<file path="src/rtl/core/lr_pkg.sv">
// Shared types and constants for the line rasterizer.
package lr_pkg;

  // Default screen geometry
  localparam int unsigned SCREEN_COLUMNS_DEF = 320;
  localparam int unsigned SCREEN_ROWS_DEF    = 200;

  // Field widths
  localparam int unsigned X_W    = 9;
  localparam int unsigned Y_W    = 8;
  localparam int unsigned ADDR_W = 16;
  localparam int unsigned COLOR_W = 8;
  // Decision and increment terms: bounded by +-2*511 for 9 and 8 bit coordinates
  localparam int unsigned DEC_W  = 12;

  // Command queue between front and back end
  localparam int unsigned QUEUE_DEPTH = 2;

  // Request codes
  typedef enum logic [0:0] {
    REQ_START = 1'b0,
    REQ_TICK  = 1'b1
  } req_type_e;

  // Input request
  typedef struct packed {
    logic [0:0]         req_type;
    logic [X_W-1:0]     x_start;
    logic [Y_W-1:0]     y_start;
    logic [X_W-1:0]     x_end;
    logic [Y_W-1:0]     y_end;
    logic [COLOR_W-1:0] line_color;
  } req_t;

  // Emitted pixel
  typedef struct packed {
    logic [X_W-1:0]     pixel_x;
    logic [Y_W-1:0]     pixel_y;
    logic [ADDR_W-1:0]  pixel_addr;
    logic [COLOR_W-1:0] pixel_color;
    logic               last_pixel;
  } pix_t;

  // Classified command, carried from front end to back end
  typedef struct packed {
    logic                    is_start;
    logic [X_W-1:0]          cur_x;
    logic [Y_W-1:0]          cur_y;
    logic [X_W-1:0]          goal_x;
    logic [Y_W-1:0]          goal_y;
    logic [ADDR_W-1:0]       addr;
    logic [COLOR_W-1:0]      color;
    logic                    x_major;
    logic                    step_x_neg;
    logic                    step_y_neg;
    logic signed [DEC_W-1:0] decision;
    logic signed [DEC_W-1:0] straight_inc;
    logic signed [DEC_W-1:0] diagonal_inc;
  } cmd_t;

  // Queue status seen by the front and back ends
  typedef struct packed {
    logic full;
    logic empty;
  } q_status_t;

endpackage

</file>
<file path="src/rtl/core/lr_front.sv">
// Front end: accepts requests, clamps endpoints and sets up the line parameters.
module lr_front #(
  parameter int unsigned SCREEN_COLUMNS = lr_pkg::SCREEN_COLUMNS_DEF,
  parameter int unsigned SCREEN_ROWS    = lr_pkg::SCREEN_ROWS_DEF
) (
  input  logic           clk_i,
  input  logic           rst_ni,
  input  logic           in_valid_i,
  output logic           in_stall_o,
  input  lr_pkg::req_t   in_data_i,
  input  logic           q_full_i,
  output logic           push_o,
  output lr_pkg::cmd_t   push_data_o
);

  localparam logic [lr_pkg::X_W-1:0]    X_MAX  = lr_pkg::X_W'(SCREEN_COLUMNS - 1);
  localparam logic [lr_pkg::Y_W-1:0]    Y_MAX  = lr_pkg::Y_W'(SCREEN_ROWS - 1);
  localparam logic [lr_pkg::ADDR_W-1:0] STRIDE = lr_pkg::ADDR_W'(SCREEN_COLUMNS);

  logic                       valid_q;
  lr_pkg::cmd_t               cmd_q, cmd_d;
  logic                       advance;

  logic [lr_pkg::X_W-1:0]     cx, gx, adx;
  logic [lr_pkg::Y_W-1:0]     cy, gy, ady;
  logic                       x_gt, y_gt, x_major;
  logic signed [lr_pkg::DEC_W-1:0] maj, mnr;

  // Stage moves whenever it is empty or the queue takes its command
  assign advance    = !valid_q || !q_full_i;
  assign in_stall_o = !advance;
  assign push_o      = valid_q && !q_full_i;
  assign push_data_o = cmd_q;

  // Clamp endpoints to the screen
  always_comb begin
    cx = (int'(in_data_i.x_start) >= int'(SCREEN_COLUMNS)) ? X_MAX : in_data_i.x_start;
    gx = (int'(in_data_i.x_end)   >= int'(SCREEN_COLUMNS)) ? X_MAX : in_data_i.x_end;
    cy = (int'(in_data_i.y_start) >= int'(SCREEN_ROWS))    ? Y_MAX : in_data_i.y_start;
    gy = (int'(in_data_i.y_end)   >= int'(SCREEN_ROWS))    ? Y_MAX : in_data_i.y_end;
  end

  // Deltas, direction and major axis
  always_comb begin
    x_gt    = gx > cx;
    y_gt    = gy > cy;
    adx     = x_gt ? (gx - cx) : (cx - gx);
    ady     = y_gt ? (gy - cy) : (cy - gy);
    x_major = adx > {1'b0, ady};
    if (x_major) begin
      maj = $signed(lr_pkg::DEC_W'(adx));
      mnr = $signed(lr_pkg::DEC_W'(ady));
    end else begin
      maj = $signed(lr_pkg::DEC_W'(ady));
      mnr = $signed(lr_pkg::DEC_W'(adx));
    end
  end

  // Command build
  always_comb begin
    cmd_d              = cmd_q;
    cmd_d.is_start     = (in_data_i.req_type == lr_pkg::REQ_START);
    cmd_d.cur_x        = cx;
    cmd_d.cur_y        = cy;
    cmd_d.goal_x       = gx;
    cmd_d.goal_y       = gy;
    cmd_d.addr         = lr_pkg::ADDR_W'(STRIDE * lr_pkg::ADDR_W'(cy))
                         + lr_pkg::ADDR_W'(cx);
    cmd_d.color        = in_data_i.line_color;
    cmd_d.x_major      = x_major;
    cmd_d.step_x_neg   = !x_gt;
    cmd_d.step_y_neg   = !y_gt;
    cmd_d.straight_inc = mnr <<< 1;
    cmd_d.diagonal_inc = (mnr - maj) <<< 1;
    cmd_d.decision     = (mnr <<< 1) - maj;
  end

  always_ff @(posedge clk_i or negedge rst_ni) begin
    if (!rst_ni) begin
      valid_q <= 1'b0;
    end else if (advance) begin
      valid_q <= in_valid_i;
    end
  end

  always_ff @(posedge clk_i) begin
    if (advance && in_valid_i) begin
      cmd_q <= cmd_d;
    end
  end

endmodule

</file>
<file path="src/rtl/core/lr_queue.sv">
// Short command queue between the front end and the back end.
module lr_queue (
  input  logic              clk_i,
  input  logic              rst_ni,
  input  logic              push_i,
  input  lr_pkg::cmd_t      push_data_i,
  input  logic              pop_i,
  output lr_pkg::cmd_t      pop_data_o,
  output lr_pkg::q_status_t status_o
);

  localparam int unsigned DEPTH = lr_pkg::QUEUE_DEPTH;
  localparam int unsigned PTR_W = (DEPTH > 1) ? $clog2(DEPTH) : 1;
  localparam int unsigned CNT_W = $clog2(DEPTH + 1);
  localparam logic [PTR_W-1:0] LAST_PTR = PTR_W'(DEPTH - 1);
  localparam logic [CNT_W-1:0] FULL_CNT = CNT_W'(DEPTH);

  lr_pkg::cmd_t     entry_q [DEPTH];
  logic [PTR_W-1:0] wr_ptr_q, rd_ptr_q;
  logic [CNT_W-1:0] count_q;
  logic             do_push, do_pop;

  assign status_o.full  = (count_q == FULL_CNT);
  assign status_o.empty = (count_q == '0);
  assign do_push        = push_i && !status_o.full;
  assign do_pop         = pop_i && !status_o.empty;
  assign pop_data_o     = entry_q[rd_ptr_q];

  // Pointers and fill count
  always_ff @(posedge clk_i or negedge rst_ni) begin
    if (!rst_ni) begin
      wr_ptr_q <= '0;
      rd_ptr_q <= '0;
      count_q  <= '0;
    end else begin
      if (do_push) begin
        wr_ptr_q <= (wr_ptr_q == LAST_PTR) ? '0 : wr_ptr_q + 1'b1;
      end
      if (do_pop) begin
        rd_ptr_q <= (rd_ptr_q == LAST_PTR) ? '0 : rd_ptr_q + 1'b1;
      end
      if (do_push && !do_pop) begin
        count_q <= count_q + 1'b1;
      end else if (do_pop && !do_push) begin
        count_q <= count_q - 1'b1;
      end
    end
  end

  // Entry storage
  always_ff @(posedge clk_i) begin
    if (do_push) begin
      entry_q[wr_ptr_q] <= push_data_i;
    end
  end

endmodule

</file>
<file path="src/rtl/core/lr_back.sv">
// Back end: Bresenham stepping state and the registered pixel output.
module lr_back #(
  parameter int unsigned SCREEN_COLUMNS = lr_pkg::SCREEN_COLUMNS_DEF,
  parameter int unsigned SCREEN_ROWS    = lr_pkg::SCREEN_ROWS_DEF
) (
  input  logic              clk_i,
  input  logic              rst_ni,
  input  lr_pkg::q_status_t q_status_i,
  input  lr_pkg::cmd_t      cmd_i,
  output logic              pop_o,
  output logic              out_valid_o,
  input  logic              out_stall_i,
  output lr_pkg::pix_t      out_data_o
);

  localparam logic [lr_pkg::ADDR_W-1:0] STRIDE = lr_pkg::ADDR_W'(SCREEN_COLUMNS);

  // Line state
  logic                            busy_q, busy_d;
  logic [lr_pkg::X_W-1:0]          cur_x_q, cur_x_d, goal_x_q, goal_x_d;
  logic [lr_pkg::Y_W-1:0]          cur_y_q, cur_y_d, goal_y_q, goal_y_d;
  logic [lr_pkg::ADDR_W-1:0]       addr_q, addr_d;
  logic [lr_pkg::COLOR_W-1:0]      color_q, color_d;
  logic signed [lr_pkg::DEC_W-1:0] dec_q, dec_d, sinc_q, sinc_d, dinc_q, dinc_d;
  logic                            x_major_q, x_major_d;
  logic                            sxn_q, sxn_d, syn_q, syn_d;

  logic                            out_valid_q, out_valid_d;
  lr_pkg::pix_t                    out_q, out_d;

  logic                            can_load, emit;
  logic                            diag, move_x, move_y;
  logic [lr_pkg::X_W-1:0]          step_x;
  logic [lr_pkg::Y_W-1:0]          step_y;
  logic [lr_pkg::ADDR_W-1:0]       dx_addr, dy_addr;

  assign can_load    = !out_valid_q || !out_stall_i;
  assign pop_o       = !q_status_i.empty && can_load;
  assign out_valid_o = out_valid_q;
  assign out_data_o  = out_q;

  // One midpoint step from the current state
  always_comb begin
    diag    = dec_q > 0;
    move_x  = x_major_q || diag;
    move_y  = !x_major_q || diag;
    step_x  = sxn_q ? cur_x_q - 1'b1 : cur_x_q + 1'b1;
    step_y  = syn_q ? cur_y_q - 1'b1 : cur_y_q + 1'b1;
    dx_addr = !move_x ? '0 : (sxn_q ? '1 : lr_pkg::ADDR_W'(1));
    dy_addr = !move_y ? '0 : (syn_q ? (~STRIDE + 1'b1) : STRIDE);
  end

  // Next state and output
  always_comb begin
    busy_d    = busy_q;
    cur_x_d   = cur_x_q;
    cur_y_d   = cur_y_q;
    goal_x_d  = goal_x_q;
    goal_y_d  = goal_y_q;
    addr_d    = addr_q;
    color_d   = color_q;
    dec_d     = dec_q;
    sinc_d    = sinc_q;
    dinc_d    = dinc_q;
    x_major_d = x_major_q;
    sxn_d     = sxn_q;
    syn_d     = syn_q;
    emit      = 1'b0;

    if (pop_o) begin
      if (cmd_i.is_start) begin
        emit      = 1'b1;
        cur_x_d   = cmd_i.cur_x;
        cur_y_d   = cmd_i.cur_y;
        goal_x_d  = cmd_i.goal_x;
        goal_y_d  = cmd_i.goal_y;
        addr_d    = cmd_i.addr;
        color_d   = cmd_i.color;
        dec_d     = cmd_i.decision;
        sinc_d    = cmd_i.straight_inc;
        dinc_d    = cmd_i.diagonal_inc;
        x_major_d = cmd_i.x_major;
        sxn_d     = cmd_i.step_x_neg;
        syn_d     = cmd_i.step_y_neg;
      end else if (busy_q) begin
        // tick while idle leaves everything alone
        emit    = 1'b1;
        dec_d   = dec_q + (diag ? dinc_q : sinc_q);
        cur_x_d = move_x ? step_x : cur_x_q;
        cur_y_d = move_y ? step_y : cur_y_q;
        addr_d  = addr_q + dx_addr + dy_addr;
      end
      busy_d = x_major_d ? (cur_x_d != goal_x_d) : (cur_y_d != goal_y_d);
      if (!emit) begin
        busy_d = busy_q;
      end
    end

    out_d.pixel_x     = cur_x_d;
    out_d.pixel_y     = cur_y_d;
    out_d.pixel_addr  = addr_d;
    out_d.pixel_color = color_d;
    out_d.last_pixel  = !busy_d;

    if (emit) begin
      out_valid_d = 1'b1;
    end else if (!out_stall_i) begin
      out_valid_d = 1'b0;
    end else begin
      out_valid_d = out_valid_q;
    end
  end

  // Control state
  always_ff @(posedge clk_i or negedge rst_ni) begin
    if (!rst_ni) begin
      busy_q      <= 1'b0;
      out_valid_q <= 1'b0;
      x_major_q   <= 1'b0;
      sxn_q       <= 1'b0;
      syn_q       <= 1'b0;
      cur_x_q     <= '0;
      cur_y_q     <= '0;
      goal_x_q    <= '0;
      goal_y_q    <= '0;
      addr_q      <= '0;
      dec_q       <= '0;
      sinc_q      <= '0;
      dinc_q      <= '0;
      color_q     <= '0;
    end else begin
      busy_q      <= busy_d;
      out_valid_q <= out_valid_d;
      x_major_q   <= x_major_d;
      sxn_q       <= sxn_d;
      syn_q       <= syn_d;
      cur_x_q     <= cur_x_d;
      cur_y_q     <= cur_y_d;
      goal_x_q    <= goal_x_d;
      goal_y_q    <= goal_y_d;
      addr_q      <= addr_d;
      dec_q       <= dec_d;
      sinc_q      <= sinc_d;
      dinc_q      <= dinc_d;
      color_q     <= color_d;
    end
  end

  // Output pixel register
  always_ff @(posedge clk_i) begin
    if (emit) begin
      out_q <= out_d;
    end
  end

  // A busy engine has not reached its goal on the major axis
  a_busy_goal: assert property (@(posedge clk_i) disable iff (!rst_ni)
    busy_q |-> (x_major_q ? (cur_x_q != goal_x_q) : (cur_y_q != goal_y_q)))
    else $error("busy with major axis at goal");

  // The pending pixel's last flag agrees with the engine state
  a_last_busy: assert property (@(posedge clk_i) disable iff (!rst_ni)
    out_valid_q |-> (out_q.last_pixel == !busy_q))
    else $error("last flag disagrees with busy");

  // The incrementally tracked address matches the coordinates
  a_addr: assert property (@(posedge clk_i) disable iff (!rst_ni)
    out_valid_q |-> (out_q.pixel_addr == lr_pkg::ADDR_W'(
      STRIDE * lr_pkg::ADDR_W'(out_q.pixel_y)) + lr_pkg::ADDR_W'(out_q.pixel_x)))
    else $error("pixel address does not match coordinates");

  // Emitted pixels stay on screen
  a_on_screen: assert property (@(posedge clk_i) disable iff (!rst_ni)
    out_valid_q |-> (int'(out_q.pixel_x) < int'(SCREEN_COLUMNS) &&
                     int'(out_q.pixel_y) < int'(SCREEN_ROWS)))
    else $error("pixel off screen");

  // A start request always produces a pixel on the next cycle
  a_start_emits: assert property (@(posedge clk_i) disable iff (!rst_ni)
    (pop_o && cmd_i.is_start) |=> out_valid_q)
    else $error("start request produced no pixel");

endmodule

</file>
<file path="src/rtl/core/line_rasterizer_unit.sv">
// Line rasterizer top level: front end, command queue and stepping back end.
//
// Bresenham line engine for a byte-per-pixel frame buffer of SCREEN_COLUMNS by
// SCREEN_ROWS pixels. A start request (endpoints clamped to the screen) emits the
// first pixel; each tick request emits the next pixel with its coordinates,
// frame buffer address (columns * row + column) and color, the final one flagged
// last. A tick while no line is active yields nothing; a start replaces any line
// in progress. One request is taken and one pixel delivered per clock when the
// output is not stalled; a request's pixel is registered in the front setup
// register, a command queue entry and the pixel output register, in that order.
// The back end's decision loop sets the rate, one step per cycle unless stalled.
module line_rasterizer_unit #(
  parameter int unsigned SCREEN_COLUMNS = lr_pkg::SCREEN_COLUMNS_DEF,
  parameter int unsigned SCREEN_ROWS    = lr_pkg::SCREEN_ROWS_DEF
) (
  input  logic         clk_i,
  input  logic         rst_ni,
  input  logic         in_valid_i,
  output logic         in_stall_o,
  input  lr_pkg::req_t in_data_i,
  output logic         out_valid_o,
  input  logic         out_stall_i,
  output lr_pkg::pix_t out_data_o
);

  logic              push, pop;
  lr_pkg::cmd_t      push_cmd, pop_cmd;
  lr_pkg::q_status_t q_status;

  lr_front #(
    .SCREEN_COLUMNS(SCREEN_COLUMNS),
    .SCREEN_ROWS   (SCREEN_ROWS)
  ) u_front (
    .clk_i      (clk_i),
    .rst_ni     (rst_ni),
    .in_valid_i (in_valid_i),
    .in_stall_o (in_stall_o),
    .in_data_i  (in_data_i),
    .q_full_i   (q_status.full),
    .push_o     (push),
    .push_data_o(push_cmd)
  );

  lr_queue u_queue (
    .clk_i      (clk_i),
    .rst_ni     (rst_ni),
    .push_i     (push),
    .push_data_i(push_cmd),
    .pop_i      (pop),
    .pop_data_o (pop_cmd),
    .status_o   (q_status)
  );

  lr_back #(
    .SCREEN_COLUMNS(SCREEN_COLUMNS),
    .SCREEN_ROWS   (SCREEN_ROWS)
  ) u_back (
    .clk_i      (clk_i),
    .rst_ni     (rst_ni),
    .q_status_i (q_status),
    .cmd_i      (pop_cmd),
    .pop_o      (pop),
    .out_valid_o(out_valid_o),
    .out_stall_i(out_stall_i),
    .out_data_o (out_data_o)
  );

endmodule
</file>
<file path="config.mk">
export PLATFORM = sky130hd
export DESIGN_NAME = line_rasterizer_unit
export DESIGN_NICKNAME = d
export VERILOG_FILES = /design/src/rtl/core/lr_pkg.sv /design/src/rtl/core/lr_front.sv /design/src/rtl/core/lr_queue.sv /design/src/rtl/core/lr_back.sv /design/src/rtl/core/line_rasterizer_unit.sv
export SDC_FILE = /design/constraint.sdc
export NUM_CORES = 1
export LEC_CHECK = 0
export ABC_AREA = 1
export BUFFER_PORTS_ARGS = -buffer_cell sky130_fd_sc_hd__clkbuf_2
export CAP_MARGIN = 15
export CELL_PAD_IN_SITES_DETAIL_PLACEMENT = 1
export CELL_PAD_IN_SITES_GLOBAL_PLACEMENT = 2
export CORE_MARGIN = 2
export CORE_UTILIZATION = 37
export CTS_CLUSTER_SIZE = 28
export DETAILED_ROUTE_END_ITERATION = 8
export GPL_TIMING_DRIVEN = 0
export PLACE_DENSITY = 0.89
export SLEW_MARGIN = 20
export SYNTH_ARGS = -nofsm -noshare
export SYNTH_HDL_FRONTEND = slang
export SYNTH_HIERARCHICAL = 1
export SYNTH_SLANG_ARGS = --single-unit
</file>
<file path="constraint.sdc">
create_clock -name clk_i -period 5.6 [get_ports clk_i]
set_input_delay 0.84 -clock clk_i [delete_from_list [all_inputs] [get_ports clk_i]]
set_output_delay 0.84 -clock clk_i [all_outputs]
set_load 0.02 [all_outputs]
</file>
==> impl_metrics.yaml <==
clock_network:
  clock-sinks: 429
  hold_buffers: 0
  clk_pin_slew_ns: 0.06
  worstSkewPairLatency_ns: 0.59
  cts-root-buf: "clkbuf_16"
  clk_path_buf_depth: 3
  h-tree-depth: 2
  cts_tree: "built"
  numCtsBuffers: 45
global_routing:
  antenna_found_initial: 0
  grt_pass1_wl_mm: 96.4
  grt_pass1_vias: 17400
  track_usage_pct: 20.2
  globalRouteOverflowTotal: 0
  grt_max_degree: 70
sta:
  tightestPinTransition_ns: 0.772
  fin_skew_ns: 0.0160
  relSlewSlack_pct: 48.5
  min_period_over_period_pct: 99.0
  slew_viol_final: 0
  hold_violations: 0
  setup_ws_ns: 0.0583
  fin_crit_ns: 5.54
  setup_viol: 0
  fmax_ghz: 0.180
place:
  portBuffers: 90
  dp_hpwl_mm: 46.5
  gp_congestion: 0.883
  preCtsSetupSlack_ns: -1.44
  postPlaceCellArea_um2: 23700
cells_and_area:
  syn_to_final_growth_pct: 19.1
  regArea_um2: 12400
  nNetsFinal: 2616
  diodes: 0
  final_area_um2: 26200
  fill_cells: 6503
  drive_gt1_share_pct: 17.5
  multi_input_area_um2: 9060
floorplan:
  fp.dieH_um: 248
  rows: 89
  die_w_um: 248
  start_util_pct: 37.4
  io_pins: 91
  coreArea_um2: 58900
  dieArea_um2: 61500
power:
  clkPwrFrac_pct: 17.2
  combPwrFrac_pct: 51.6
  ir_drop_mv: 0.276
  intPower_w: 0.0102
  p_per_area_nw_per_um2: 693
  seqPwrFrac_pct: 31.2
  swShare_pct: 44.0
  p_total_w: 0.0182
  switching_power_w: 0.00801
  p_leak_nw: 11.7
yosys:
  synth.largest_area_cell: "edfxtp_1"
  synthCells: 2255
  muxShareOfSynthArea_pct: 0.750
  syn_avg_cell_area_um2: 9.76
  yosys.area_share.simple_pct: 20.6
  synth-edff-count: 325
  synth_top_area_share_pct: 44.3
  ys_seq_area_share_pct: 56.2
  synth_top_family_by_area: "simple AND/OR/NAND/NOR gates"
  async_flop_share_pct: 24.2
  ys_ff_latch: 429
  syn_area_um2: 22000
  synth.distinct_cells: 60
  synth_fa_ha_area_share_pct: 7.34
  synth_compound_gate_area_share_pct: 6.97
  synth_area_leaders: "edfxtp_1, nand2_1, dfrtp_1"
  synth_flop_cell: "edfxtp_1"
  ys_warn_count: 6
  synth_xor_area_share_pct: 2.75
route:
  drc: 0
  wl_met2_mm: 31.7
  wl_met1_mm: 27.5
  vias_per_cell: 5.04
  drt_first_iter_violations: 987
  route.met3.wl_mm: 1.98
  top_layer_used: "met4"
  antenna_left: 0
  dr.pass1.iters: 7
  drt_wl_total_mm: 62.6
  num_vias: 16400
  wire_per_inst_um: 19.2
critical_path:
  reg2reg_depth: 29
  arrival_ns: 5.87
  slowest_stage: "fa_2"
  cp_common_cell: "nand2_2"
  endpoint_kind: "register"
  cp_data_required_time_ns: 5.92
  max_stage_delay_ns: 0.39
  startpoint_type: "primary input"
  crit_type: "in -> reg"
  worstPathMaxFanout: 6
run:
  cap_violations: 0
outcome:
  status: "finished clean"
hold_path:
  hold_class: "in -> async"
## timing repair
item	in CTS	in global routing
setup buffers	14	29
resized for setup	52	94
endpoints found under the setup margin	11	7
pin swaps	11	41
## synthesized netlist by cell type, drive strengths merged (2+ instances only)
master and instances:
inv 200, nand3 95, fa 12, buf 52
xnor2 13, mux2i 3, a221oi 12, a31oi 6
o21ai 112, o221ai 4, a21boi 2, or2 36
nor2 113, xor2 56, nand3b 25, a211oi 4
clkbuf 30, o21a 2, a22oi 9, o2111ai 2
a21o 9, nand4 18, ha 110, mux2 12
dfrtp 104, o211ai 3, a21oi 80, o22ai 6
nand2 772, edfxtp 325, o21bai 8, and2 2
nor3 10
## worst max-delay path, delay by kind of cell
family,cells,cell delay (ns)
AO/OA/AOI/OAI,9,1.81
adder cells (fa/ha/maj),4,1.29
AND/OR/NAND/NOR,9,0.92
buffers and inverters,5,0.64
XOR/XNOR,2,0.36
## metal layers
metal	vias up	GRT usage (%)
li1	7902	-
met1	8181	25.8
met2	264	36.0
met3	78	2.54
met4	0	5.64
met5	-	0
## registers in the layout, indices dropped and copies added (netlist names), 2 cells and up
register             cells
u_back/color_q           8
u_back/cur_x_q           9
u_queue/count_q          2
u_back/goal_x_q          9
u_back/sinc_q           12
u_queue/entry_q        196
u_back/addr_q           16
u_back/goal_y_q          8
u_back/out_data_o       42
u_front/push_data_o     87
u_back/dec_q            12
u_back/dinc_q           12
u_back/cur_y_q           8
## area by class of cell
type | instances | share of cell area (%)
Buffer | 81 | 1.73
Clock buffer | 60 | 4.70
Clock inverter | 24 | 1.23
Inverter | 201 | 2.94
Multi-Input combinational cell | 1547 | 34.6
Sequential cell | 429 | 47.2
Tap cell | 773 | 3.69
Timing Repair Buffer | 142 | 3.99
## cells in the final DEF (no fill, tap or decap), types with 15 or more instances in the layout
| master | n |
|---|---|
| dfrtp_1 | 104 |
| clkbuf_16 | 45 |
| buf_4 | 51 |
| nand4_1 | 17 |
| nand3b_1 | 24 |
| clkbuf_2 | 88 |
| inv_2 | 15 |
| nor2_4 | 16 |
| clkbuf_1 | 38 |
| a21oi_1 | 71 |
| ha_1 | 93 |
| o21ai_0 | 93 |
| inv_1 | 180 |
| xor2_1 | 51 |
| nand3_1 | 92 |
| nor2_1 | 90 |
| buf_2 | 24 |
| nand2_2 | 21 |
| or2_2 | 33 |
| edfxtp_1 | 325 |
| nand2_1 | 741 |
## path summary, 6_finish.rpt
kind / from / endpoint / slack, ns
setup / recovery: in_data_i[12] / u_front/push_data_o[32] / 0.06
hold / removal: rst_ni / u_back/color_q[1] / 0.18
setup reg to reg: u_back/dec_q[1] / u_back/out_data_o[22] / 0.86
hold reg to reg: u_front/push_data_o[21] / u_queue/entry_q[0][21] / 0.43
max in group asynchronous: rst_ni / u_back/cur_y_q[5] / 4.70
min in group clk_i: in_data_i[0] / u_front/push_data_o[39] / 0.43
## stage by stage
step                      setup TNS [ns]  utilization (%)  instances  hold WS [ns]
after floorplan                        0                -       2259         0.421
after global placement           -360.17             39.9       3122         0.425
after detailed placement          -15.17             40.3       3131         0.431
after CTS                              0             43.5       3228         0.174
after global routing              -0.662             44.5       3257         0.188
final                                  0             44.5       3257         0.184
## power by group through the flow
stage          clock network (W)  logic [W]  registers [W]
6_report                 0.00313    0.00939        0.00566
5_1_grt                  0.00330     0.0105        0.00577
4_1_cts                  0.00319    0.00911        0.00567
3_5_place_dp                   0    0.00882        0.00572
3_3_place_gp                   0    0.00836        0.00575
2_1_floorplan                  0    0.00589        0.00578
## cell families (layout without fill, tap and decap cells)
logic type                 Yosys count  count (layout)
and+or+nand+nor                   1073            1073
muxes                               15              15
adders and majority gates          122             122
AOI/OAI and AO/OA                  263             263
buffers and inverters              283             508
xor gates and xnor gates            69              69
other                                1               5
DFF                                429             429
Power figures use the tool's default switching activity.
